$ cat src/hw/rtl/ist_pkg.sv
// ----------------------------------------------------------------------------
// ist_pkg
// Shared types, codes and constants of the interval set table.
// ----------------------------------------------------------------------------
package ist_pkg;

    localparam int POS_W             = 32;
    localparam int COUNT_W           = 6;
    localparam int DEF_MAX_INTERVALS = 32;

    typedef logic signed [POS_W-1:0] pos_t;

    typedef enum logic [1:0] {
        CMD_INSERT = 2'd0,
        CMD_REMOVE = 2'd1,
        CMD_QUERY  = 2'd2,
        CMD_SAME   = 2'd3
    } cmd_t;

    typedef enum logic [1:0] {
        ST_OK        = 2'd0,
        ST_FULL      = 2'd1,
        ST_BAD_RANGE = 2'd2
    } status_t;

    // Per-cell operation for one clock
    typedef enum logic [1:0] {
        CELL_HOLD       = 2'd0,
        CELL_FROM_LEFT  = 2'd1,
        CELL_FROM_RIGHT = 2'd2,
        CELL_LOAD       = 2'd3
    } cell_op_t;

    typedef struct packed {
        pos_t left;
        pos_t right;
    } seg_t;

    // Compare results of one cell against the request held in the controller
    typedef struct packed {
        logic ins_below;
        logic ins_above;
        logic rem_below;
        logic rem_above;
        logic hold_a;
        logic hold_b;
    } cell_flags_t;

    typedef struct packed {
        cmd_t cmd;
        pos_t pos_a;
        pos_t pos_b;
    } req_item_t;

    typedef struct packed {
        status_t             status;
        logic                found;
        pos_t                seg_left;
        pos_t                seg_right;
        logic                same_interval;
        logic [COUNT_W-1:0]  interval_count;
    } rsp_item_t;

endpackage

$ cat src/hw/rtl/ist_cell.sv
// ----------------------------------------------------------------------------
// ist_cell
// One slot of the interval table: holds one interval, compares it against
// the current request and takes a neighbor's interval on a shift.
// ----------------------------------------------------------------------------
module ist_cell (
    input  logic              clk,
    input  ist_pkg::cell_op_t op,
    input  ist_pkg::seg_t     from_left,
    input  ist_pkg::seg_t     from_right,
    input  ist_pkg::seg_t     load_seg,
    input  ist_pkg::pos_t     req_a,
    input  ist_pkg::pos_t     req_b,
    input  logic              merge_adj,
    output ist_pkg::seg_t     seg,
    output ist_pkg::cell_flags_t flags
);
    import ist_pkg::*;

    seg_t seg_reg;
    logic signed [POS_W:0] left_x;
    logic signed [POS_W:0] right_x;
    logic signed [POS_W:0] a_x;
    logic signed [POS_W:0] b_x;

    // Hold, shift or load the stored interval
    always_ff @(posedge clk)
    begin
        unique case (op)
            CELL_HOLD:       seg_reg <= seg_reg;
            CELL_FROM_LEFT:  seg_reg <= from_left;
            CELL_FROM_RIGHT: seg_reg <= from_right;
            CELL_LOAD:       seg_reg <= load_seg;
            default:         seg_reg <= seg_reg;
        endcase
    end

    assign seg = seg_reg;

    // Adjacency is tested one bit wider so that end + 1 never wraps
    always_comb
    begin
        left_x  = {seg_reg.left[POS_W-1], seg_reg.left};
        right_x = {seg_reg.right[POS_W-1], seg_reg.right};
        a_x     = {req_a[POS_W-1], req_a};
        b_x     = {req_b[POS_W-1], req_b};
        flags.ins_below = !(seg_reg.right >= req_a ||
                            (merge_adj && (right_x + (POS_W+1)'(1)) == a_x));
        flags.ins_above = !(seg_reg.left <= req_b ||
                            (merge_adj && left_x == (b_x + (POS_W+1)'(1))));
        flags.rem_below = seg_reg.right < req_a;
        flags.rem_above = seg_reg.left > req_b;
        flags.hold_a    = seg_reg.left <= req_a && req_a <= seg_reg.right;
        flags.hold_b    = seg_reg.left <= req_b && req_b <= seg_reg.right;
    end

endmodule

$ cat config.mk
export PLATFORM = sky130hd
export DESIGN_NAME = ist_cell
export DESIGN_NICKNAME = d
export VERILOG_FILES = /design/src/hw/rtl/ist_pkg.sv /design/src/hw/rtl/ist_cell.sv
export SDC_FILE = /design/constraint.sdc
export NUM_CORES = 1
export LEC_CHECK = 0
export ABC_AREA = 1
export BUFFER_PORTS_ARGS = -buffer_cell sky130_fd_sc_hd__buf_2
export CAP_MARGIN = 20
export CORE_UTILIZATION = 30
export CTS_CLUSTER_DIAMETER = 30
export DETAILED_ROUTE_END_ITERATION = 6
export SYNTH_ARGS = -nofsm -noshare
export SYNTH_HDL_FRONTEND = slang
export SYNTH_SLANG_ARGS = --single-unit
$ cat constraint.sdc
create_clock -name clk -period 4.75 [get_ports clk]
set_input_delay 0.2375 -clock clk [delete_from_list [all_inputs] [get_ports clk]]
set_output_delay 0.2375 -clock clk [all_outputs]
set_load 0.05 [all_outputs]
# Yosys cells after proc, flatten, opt, wreduce, memory -nomap -nowiden
# Index checks and enable logic that the tools add are counted.
# totals
regBits	64
inputBits	260
output_inout_bits	70
elab_cells	26
# classes
addsub	2
order_cmp	7
eq_ne	5
n_mux	1
n_reduce_logical	9
# ops
cell	count
case mux 64 bit (3 select lines)	1
<= comparator 32 bit	4
adder 32 x 2 -> 33 bit, second input constant	2
== test 32 x 33 -> 1 bit	1
== test 33 x 32 -> 1 bit	1
greater-or-equal comparator 32 bit	1
> comparator 32 bit	1
less-than comparator 32 bit	1
== test 2 bit, second input constant	2
logical AND 1 bit	4
== test 2 x 1 -> 1 bit, second input constant	1
zero test 1 bit	2
zero test 2 bit	1
logical OR 1 bit	2

# Logic depth before layout (Yosys ltp)
# Gate-level depths: netlist of the first run.
# logic_depth
word_depth	5
depth_mapped	16
depth_no_buf	16

# Least setup slack after synthesis of the first run
# OpenSTA, ideal clock, no wires.
# synth_path
kind	register to output
from	register seg_reg (netlist bit seg[31])
to	output port flags[5] (netlist bit)
arrival_time_ns	2.659
required_ns	4.513
setup_slack_ns	1.854
stages_incl_launch_ff	13
path_buffers	0
path_cell_list	edfxtp_1 -> inv_1 -> ha_1 -> nand2_1 -> nor2_1 -> nand2_1 -> nor4_1 -> nand2_1 -> nand3_1 -> nand3_1 -> inv_1 -> nand2_1 -> inv_1
# synth_rtl
item	line_no	text
start: declaration	ist_cell.sv:20	seg_t seg_reg;
start signal: assignment	ist_cell.sv:30	CELL_HOLD: seg_reg <= seg_reg;
start signal: assignment	ist_cell.sv:31	CELL_FROM_LEFT: seg_reg <= from_left;
start signal: assignment	ist_cell.sv:32	CELL_FROM_RIGHT: seg_reg <= from_right;
end: declaration	ist_cell.sv:16	output ist_pkg::cell_flags_t flags

==> impl_metrics.csv, run 1 <==
group,metric,value,unit
power,p_leak,6.151,nW
place,globalplace.congestion,0.9822,
cts,cts.clk_slew.worst_paths,60,ps
critical_path,crit_fanout,5,
synth,synth_top_area_frac,0.2089,
timing,fin_setup_tns,0,ps
finish,fin_nets,2165,
min_path,min_to,"seg[41]$_DFFE_PP_",
critical_path,crit_chain,"inv_1, ha_1, nand2_1, nor2_1, nand2_1, nor4_1, nand2_1, nand3_1, nand3_1, inv_1, nand2_1, inv_1, buf_2",
drt,wl,38.37,mm
critical_path,path_common_cell,"nand2_1",
finish,ff_latch_area,0.001922,sq mm
floorplanning,die_w,177.1,um
cts,cts.hold.buffers_added,0,
place,placedCellCount,2154,
floorplanning,die-area,0.03137,sq mm
synth,synth_edf_count,64,
floorplanning,rows,63,
power,irDropWorstVdd,0.1507,mV
timing,tightest_slew,724.7,ps
cts,cts_setup_buffers,0,
grt,grtUsageTotal,0.2432,
cts,cts-root-buf,"clkbuf_16",
floorplanning,io_pins,330,
synth,yosys-top-cells-count,"nand2_1 (489), nand3_1 (220), inv_1 (167)",
cts,cts_resized,0,
floorplanning,die-height,177.1,um
critical_path,end_kind,"primary output",
place,dp_hpwl,33.47,mm
cts,cts_tree,"yes",
timing,period_needed,3284,ps
timing,slew_violations,0,
finish,instances_no_fill,2170,
synth,synth-async-reset-ratio,0,
min_path,hold_depth,3,
cts,cts.path.max_buffers,2,
min_path,hp-start,"from_right[41]",
cts,numCtsBuffers,9,
synth,netlist_instances,1457,
place,io_buffers,329,
critical_path,critPathLaunchType,"flop",
run,max-cap-violations,0,
drt,ant_nets,0,
grt,grt_pass1_vias,10097,
drt,drtPass1Iterations,5,
critical_path,critPathMaxStageDelay,510,ps
timing,hold_viol_final,0,
synth,synth_cell_types,29,
synth,synthTopCellsByArea,"edfxtp_1 (21%), nand2_1 (20%), ha_1 (18%)",
grt,grt.overflow.total,0,
drt,drc,0,
critical_path,worstPathRequired,4510,ps
synth,synth_ff_type,"edfxtp_1",
floorplanning,coreArea,0.02987,sq mm
power,p_per_area,254.2,mW/mm^2
grt,antenna_found_initial,0,
finish,diodes,0,
synth,syn_area_per_cell,6.314,sq um
timing,fmax,304.5,MHz
drt,via_per_inst,4.918,
timing,slew_headroom,0.5169,
min_path,hold_path.class,"in2reg",
grt,grt_pass1_wl,57.17,mm
drt,first_iter_violations,696,
cts,ctsHtreeMaxLevel,3,
timing,finalCritPeriodShare,0.6915,
drt,via_count,10673,
floorplanning,start_util,0.3080,
synth,yosysMostFrequentCell,"nand2_1",
synth,synth_top_area_cell,"edfxtp_1",
synth,syn_area,0.009200,sq mm
timing,rsz0062_at_grt,"no",
grt,grt_max_degree,66,
cts,cts_sinks,64,
synth,ys_seq_area_frac,0.2089,
critical_path,crit_arrival,3050,ps
timing,finalSetupViolCount,0,
finish,drive_gt1_frac,0.2118,
drt,post_drt_wl_per_cell,17.68,um
synth,synth_nets,1847,
finish,multi_input_area,0.006550,sq mm
run_status,status,"completed",
finish,n_fill_cell,3269,
finish,largest_reg_flops,64,
synth,yosysWarnings,0,
critical_path,critPathKind,"reg2out",
finish,area_growth,26.15,%
synth,synth-seq-cells,64,
critical_path,cp_slowest_cell,"edfxtp_1",
## routing by layer
metal | vias to the layer above | wire length [um] | part of all wire | GRT usage
met1 | 4812 | 16790 | 0.44 | 0.3098
met2 | 350 | 18380 | 0.48 | 0.4215
met3 | 58 | 1829 | 0.048 | 0.02341
met4 | 0 | 1366 | 0.036 | 0.09016
met5 | - | 0 | 0 | 0
li1 | 5453 | - | - | -
## logic make-up (layout without fill, tap and decap cells)
| family | Yosys count | in the layout | synth area share |
|---|---|---|---|
| AND/OR/NAND/NOR | 904 | 904 | 0.4239 |
| adder cells (fa/ha/maj) | 130 | 130 | 0.1768 |
| AO/OA/AOI/OAI | 123 | 123 | 0.07235 |
| flip-flops | 64 | 64 | 0.2089 |
| XOR/XNOR | 40 | 40 | 0.03808 |
| buffers and inverters | 196 | 519 | 0.07997 |
## through the flow
step	hold WS [ps]	power [mW]	worst slack, ps	util	area (sq um)
2_1_floorplan	427.1	1.711	1854	-	9200
3_3_place_gp	515.9	2.200	1826	0.3775	11280
3_5_place_dp	518.1	2.218	1841	0.3775	11280
4_1_cts	169.9	2.964	1471	0.3885	11610
5_1_grt	181.4	3.139	1364	0.3885	11610
6_report	179.4	2.950	1466	0.3885	11610
## cell type report
type                    instances  share of cell area
well taps                     390             0.04204
multi-input cells            1197              0.5644
clock inverters                 7            0.008840
clock buffers                   9             0.01940
flip-flops and latches         64              0.1656
repair buffers                334              0.1451
inverters                     169             0.05466
## cells in the final DEF (no fill, tap or decap), types with 6 or more instances in the layout
| cell | count |
|---|---|
| inv_1 | 166 |
| o21a_1 | 7 |
| nand3_1 | 220 |
| o21bai_1 | 9 |
| buf_2 | 329 |
| a21oi_1 | 75 |
| ha_1 | 130 |
| nand3b_1 | 9 |
| nand4_1 | 20 |
| xor2_1 | 17 |
| nand2_1 | 489 |
| xnor2_1 | 23 |
| nor2_1 | 129 |
| edfxtp_1 | 64 |
| o21ai_0 | 28 |
| nor2_4 | 9 |
| nand2_2 | 6 |
| clkbuf_16 | 9 |
## power by group
group | total [mW] | internal, mW | switching (mW)
clock network | 0.740 | 0.465 | 0.275
logic | 1.36 | 0.448 | 0.916
registers | 0.846 | 0.709 | 0.138
total | 2.95 | 1.62 | 1.33
## worst max path at each step
stage,slack (ps),to,from,cells after the start
6_report,1470,flags[5],seg[30]$_DFFE_PP_,13
5_1_grt,1360,flags[5],seg[30]$_DFFE_PP_,13
4_1_cts,1470,flags[5],seg[30]$_DFFE_PP_,13
3_5_place_dp,1840,flags[5],seg[30]$_DFFE_PP_,13
3_3_place_gp,1830,flags[5],seg[30]$_DFFE_PP_,13
2_1_floorplan,1850,flags[5],seg[31]$_DFFE_PP_,12
## critical path: cells and delay by family, from the launching register on
kind | cells | cell delay [ps]
adder cells (fa/ha/maj) | 1 | 310
buffers and inverters | 4 | 610
flip-flops | 1 | 510
AND/OR/NAND/NOR | 8 | 1260
(Power assumes the default switching activity.)
==> inputs of run 2 (changes only) <==
--- a/config.mk
+++ b/config.mk
@@ -5,7 +5,7 @@
 export SDC_FILE = /design/constraint.sdc
 export NUM_CORES = 1
 export LEC_CHECK = 0
-export ABC_AREA = 1
+export ABC_AREA = 0
 export BUFFER_PORTS_ARGS = -buffer_cell sky130_fd_sc_hd__buf_2
 export CAP_MARGIN = 20
 export CORE_UTILIZATION = 30
==> constraint.sdc (replaced) <==
create_clock -name clk -period 2.7 [get_ports clk]
set_input_delay 0.135 -clock clk [delete_from_list [all_inputs] [get_ports clk]]
set_output_delay 0.135 -clock clk [all_outputs]
set_load 0.05 [all_outputs]
==> impl_metrics.csv, run 2 <==
group,metric,value,unit
power,p_leak,6.379,nW
floorplanning,io_pins,330,
synth,synthTopCellsByArea,"edfxtp_1 (23%), ha_1 (19%), mux2i_1 (8.1%)",
grt,grt.overflow.total,0,
floorplanning,die-height,170.5,um
timing,fmax,319.8,MHz
finish,final_common_cell,"buf_2",
place,io_buffers,329,
critical_path,end_kind,"primary output",
cts,cts.hold.buffers_added,0,
drt,via_count,9402,
min_path,hold_depth,3,
finish,multi_input_area,0.006477,sq mm
floorplanning,rows,61,
critical_path,cp_slowest_cell,"edfxtp_1",
synth,synth_cell_types,62,
place,post-place-ws,-305.4,ps
cts,cts_sinks,64,
critical_path,crit_chain,"buf_6, ha_4, a21o_1, a21o_1, a21oi_1, o22ai_1, a211o_1, a221o_1, mux2_4, a31oi_4, buf_12",
timing,finalSetupViolCount,6,
grt,grtUsageTotal,0.2279,
power,p_per_area,442.2,mW/mm^2
timing,tightest_slew,540.8,ps
synth,yosys-top-cells-count,"ha_1 (130), a21oi_1 (107), inv_1 (100)",
grt,grt_pass1_vias,8880,
timing,slew_violations,0,
synth,synth_top_area_frac,0.2257,
finish,drive_gt1_frac,0.4000,
timing,finalCritPeriodShare,1.158,
floorplanning,die_w,170.5,um
timing,setup_slack,-426.5,ps
synth,synth-async-reset-ratio,0,
synth,synth-seq-cells,64,
critical_path,worstSetupPathDepth,11,
floorplanning,die-area,0.02907,sq mm
finish,ff_latch_area,0.001922,sq mm
floorplanning,coreArea,0.02786,sq mm
grt,antenna_found_initial,7,
drt,post_drt_wl_per_cell,17.99,um
drt,drc,0,
drt,wl,33.99,mm
critical_path,critPathLaunchType,"flop",
cts,cts.path.max_buffers,2,
run_status,status,"finished, violations left",
floorplanning,start_util,0.3057,
critical_path,crit_fanout,3,
critical_path,critPathMaxStageDelay,450,ps
synth,synth_ff_type,"edfxtp_1",
synth,yosysMostFrequentCell,"ha_1",
critical_path,crit_arrival,2990,ps
drt,drtPass1Iterations,5,
cts,cts-root-buf,"clkbuf_16",
run_status,violations,"negative setup slack",
synth,netlist_instances,1004,
synth,synth_edf_count,64,
run,max-cap-violations,0,
timing,slew_headroom,0.6361,
finish,n_fill_cell,2789,
grt,grt_pass1_wl,49.53,mm
power,irDropWorstVdd,0.2177,mV
place,dp_hpwl,29.64,mm
timing,rsz0062_at_grt,"yes",
timing,period_needed,3127,ps
synth,syn_area,0.008517,sq mm
finish,final_util,0.4566,
grt,grt_max_degree,60,
timing,hold_viol_final,0,
finish,largest_reg_flops,64,
cts,cts.clk_slew.worst_paths,60,ps
critical_path,critPathKind,"reg2out",
drt,ant_nets,0,
critical_path,worstPathRequired,2570,ps
drt,first_iter_violations,615,
critical_path,path_common_cell,"a21o_1",
synth,ys_seq_area_frac,0.2257,
synth,synth_top_area_cell,"edfxtp_1",
critical_path,path_buf_inv,2,
finish,area_growth,49.35,%
finish,layout_common_cells,"buf_2 (321), buf_4 (176), ha_1 (119), a21oi_1 (98), inv_1 (94)",
cts,ctsHtreeMaxLevel,3,
min_path,hold_path.class,"in2reg",
cts,numCtsBuffers,9,
finish,fin_nets,1890,
drt,via_per_inst,4.977,
critical_path,critPathTopFamily,"compound AO/OA/AOI/OAI gates",
place,globalplace.congestion,0.9424,
synth,synth_nets,1394,
synth,yosysWarnings,0,
cts,cts_tree,"yes",
synth,syn_area_per_cell,8.483,sq um
run 2: cell types whose count changed after synthesis, moves of 32 or more:
cell,before,now
a21o_1,0,55
a21oi_1,75,107
inv_1,167,100
mux2i_1,0,69
nand2_1,489,31
nand3_1,220,27
nor2_1,130,83
run 2: final cells by class:
type,instances,area share
Timing Repair Buffer,510,0.2458
Tap cell,378,0.03718
Antenna cell,6,0.001180
Clock inverter,6,0.006591
Sequential cell,64,0.1511
Multi-Input combinational cell,812,0.5092
Inverter,103,0.03089
Clock buffer,10,0.01800
run 2: worst paths after layout:
path	from	to	slack, ps
max	seg[41]$_DFFE_PP_	flags[4]	-430
min	from_left[9]	seg[9]$_DFFE_PP_	120
run 2: metal layers:
layer / global-route usage / up-vias / routed length (um)
li1: - / 4731 / -
met3: 0.02383 / 50 / 1501
met4: 0.09401 / 2 / 1142
met2: 0.3844 / 307 / 16040
met5: 0 / - / 10
met1: 0.2959 / 4312 / 15290
run 2: cells by family after synthesis:
family                     synth area share
AOI/OAI and AO/OA                    0.1819
muxes                               0.08374
buffers and inverters               0.05685
and+or+nand+nor                      0.1858
DFF                                  0.2256
xor gates and xnor gates            0.07507
adders and majority gates            0.1910
run 2: what timing repair did:
action | 4_1_cts | 5_1_grt
endpoints found under the hold margin | 0 | 0
setup endpoints to repair | 6 | 6
pin swaps | 27 | 21
gates resized for setup | 29 | 37
buffers inserted | 7 | 8
run 2: power breakdown:
group          switching [mW]  internal (mW)  total, mW
Sequential              0.158           1.24       1.40
Combinational            1.73           1.28       3.01
Clock                   0.410          0.803       1.21
Total                    2.30           3.33       5.62
run 2: metrics by stage:
stage	instance area [sq um]	TNS, ps	hold WS (ps)	cells	power, mW
2_1_floorplan	8577	-1088	360.6	1004	3.026
5_1_grt	12720	-2793	121.4	1888	5.952
3_3_place_gp	11940	-778.4	457.0	1852	4.206
3_5_place_dp	11940	-923.7	455.3	1852	4.244
6_report	12720	-2149	124.3	1889	5.625
4_1_cts	12430	-2445	109.9	1875	5.549
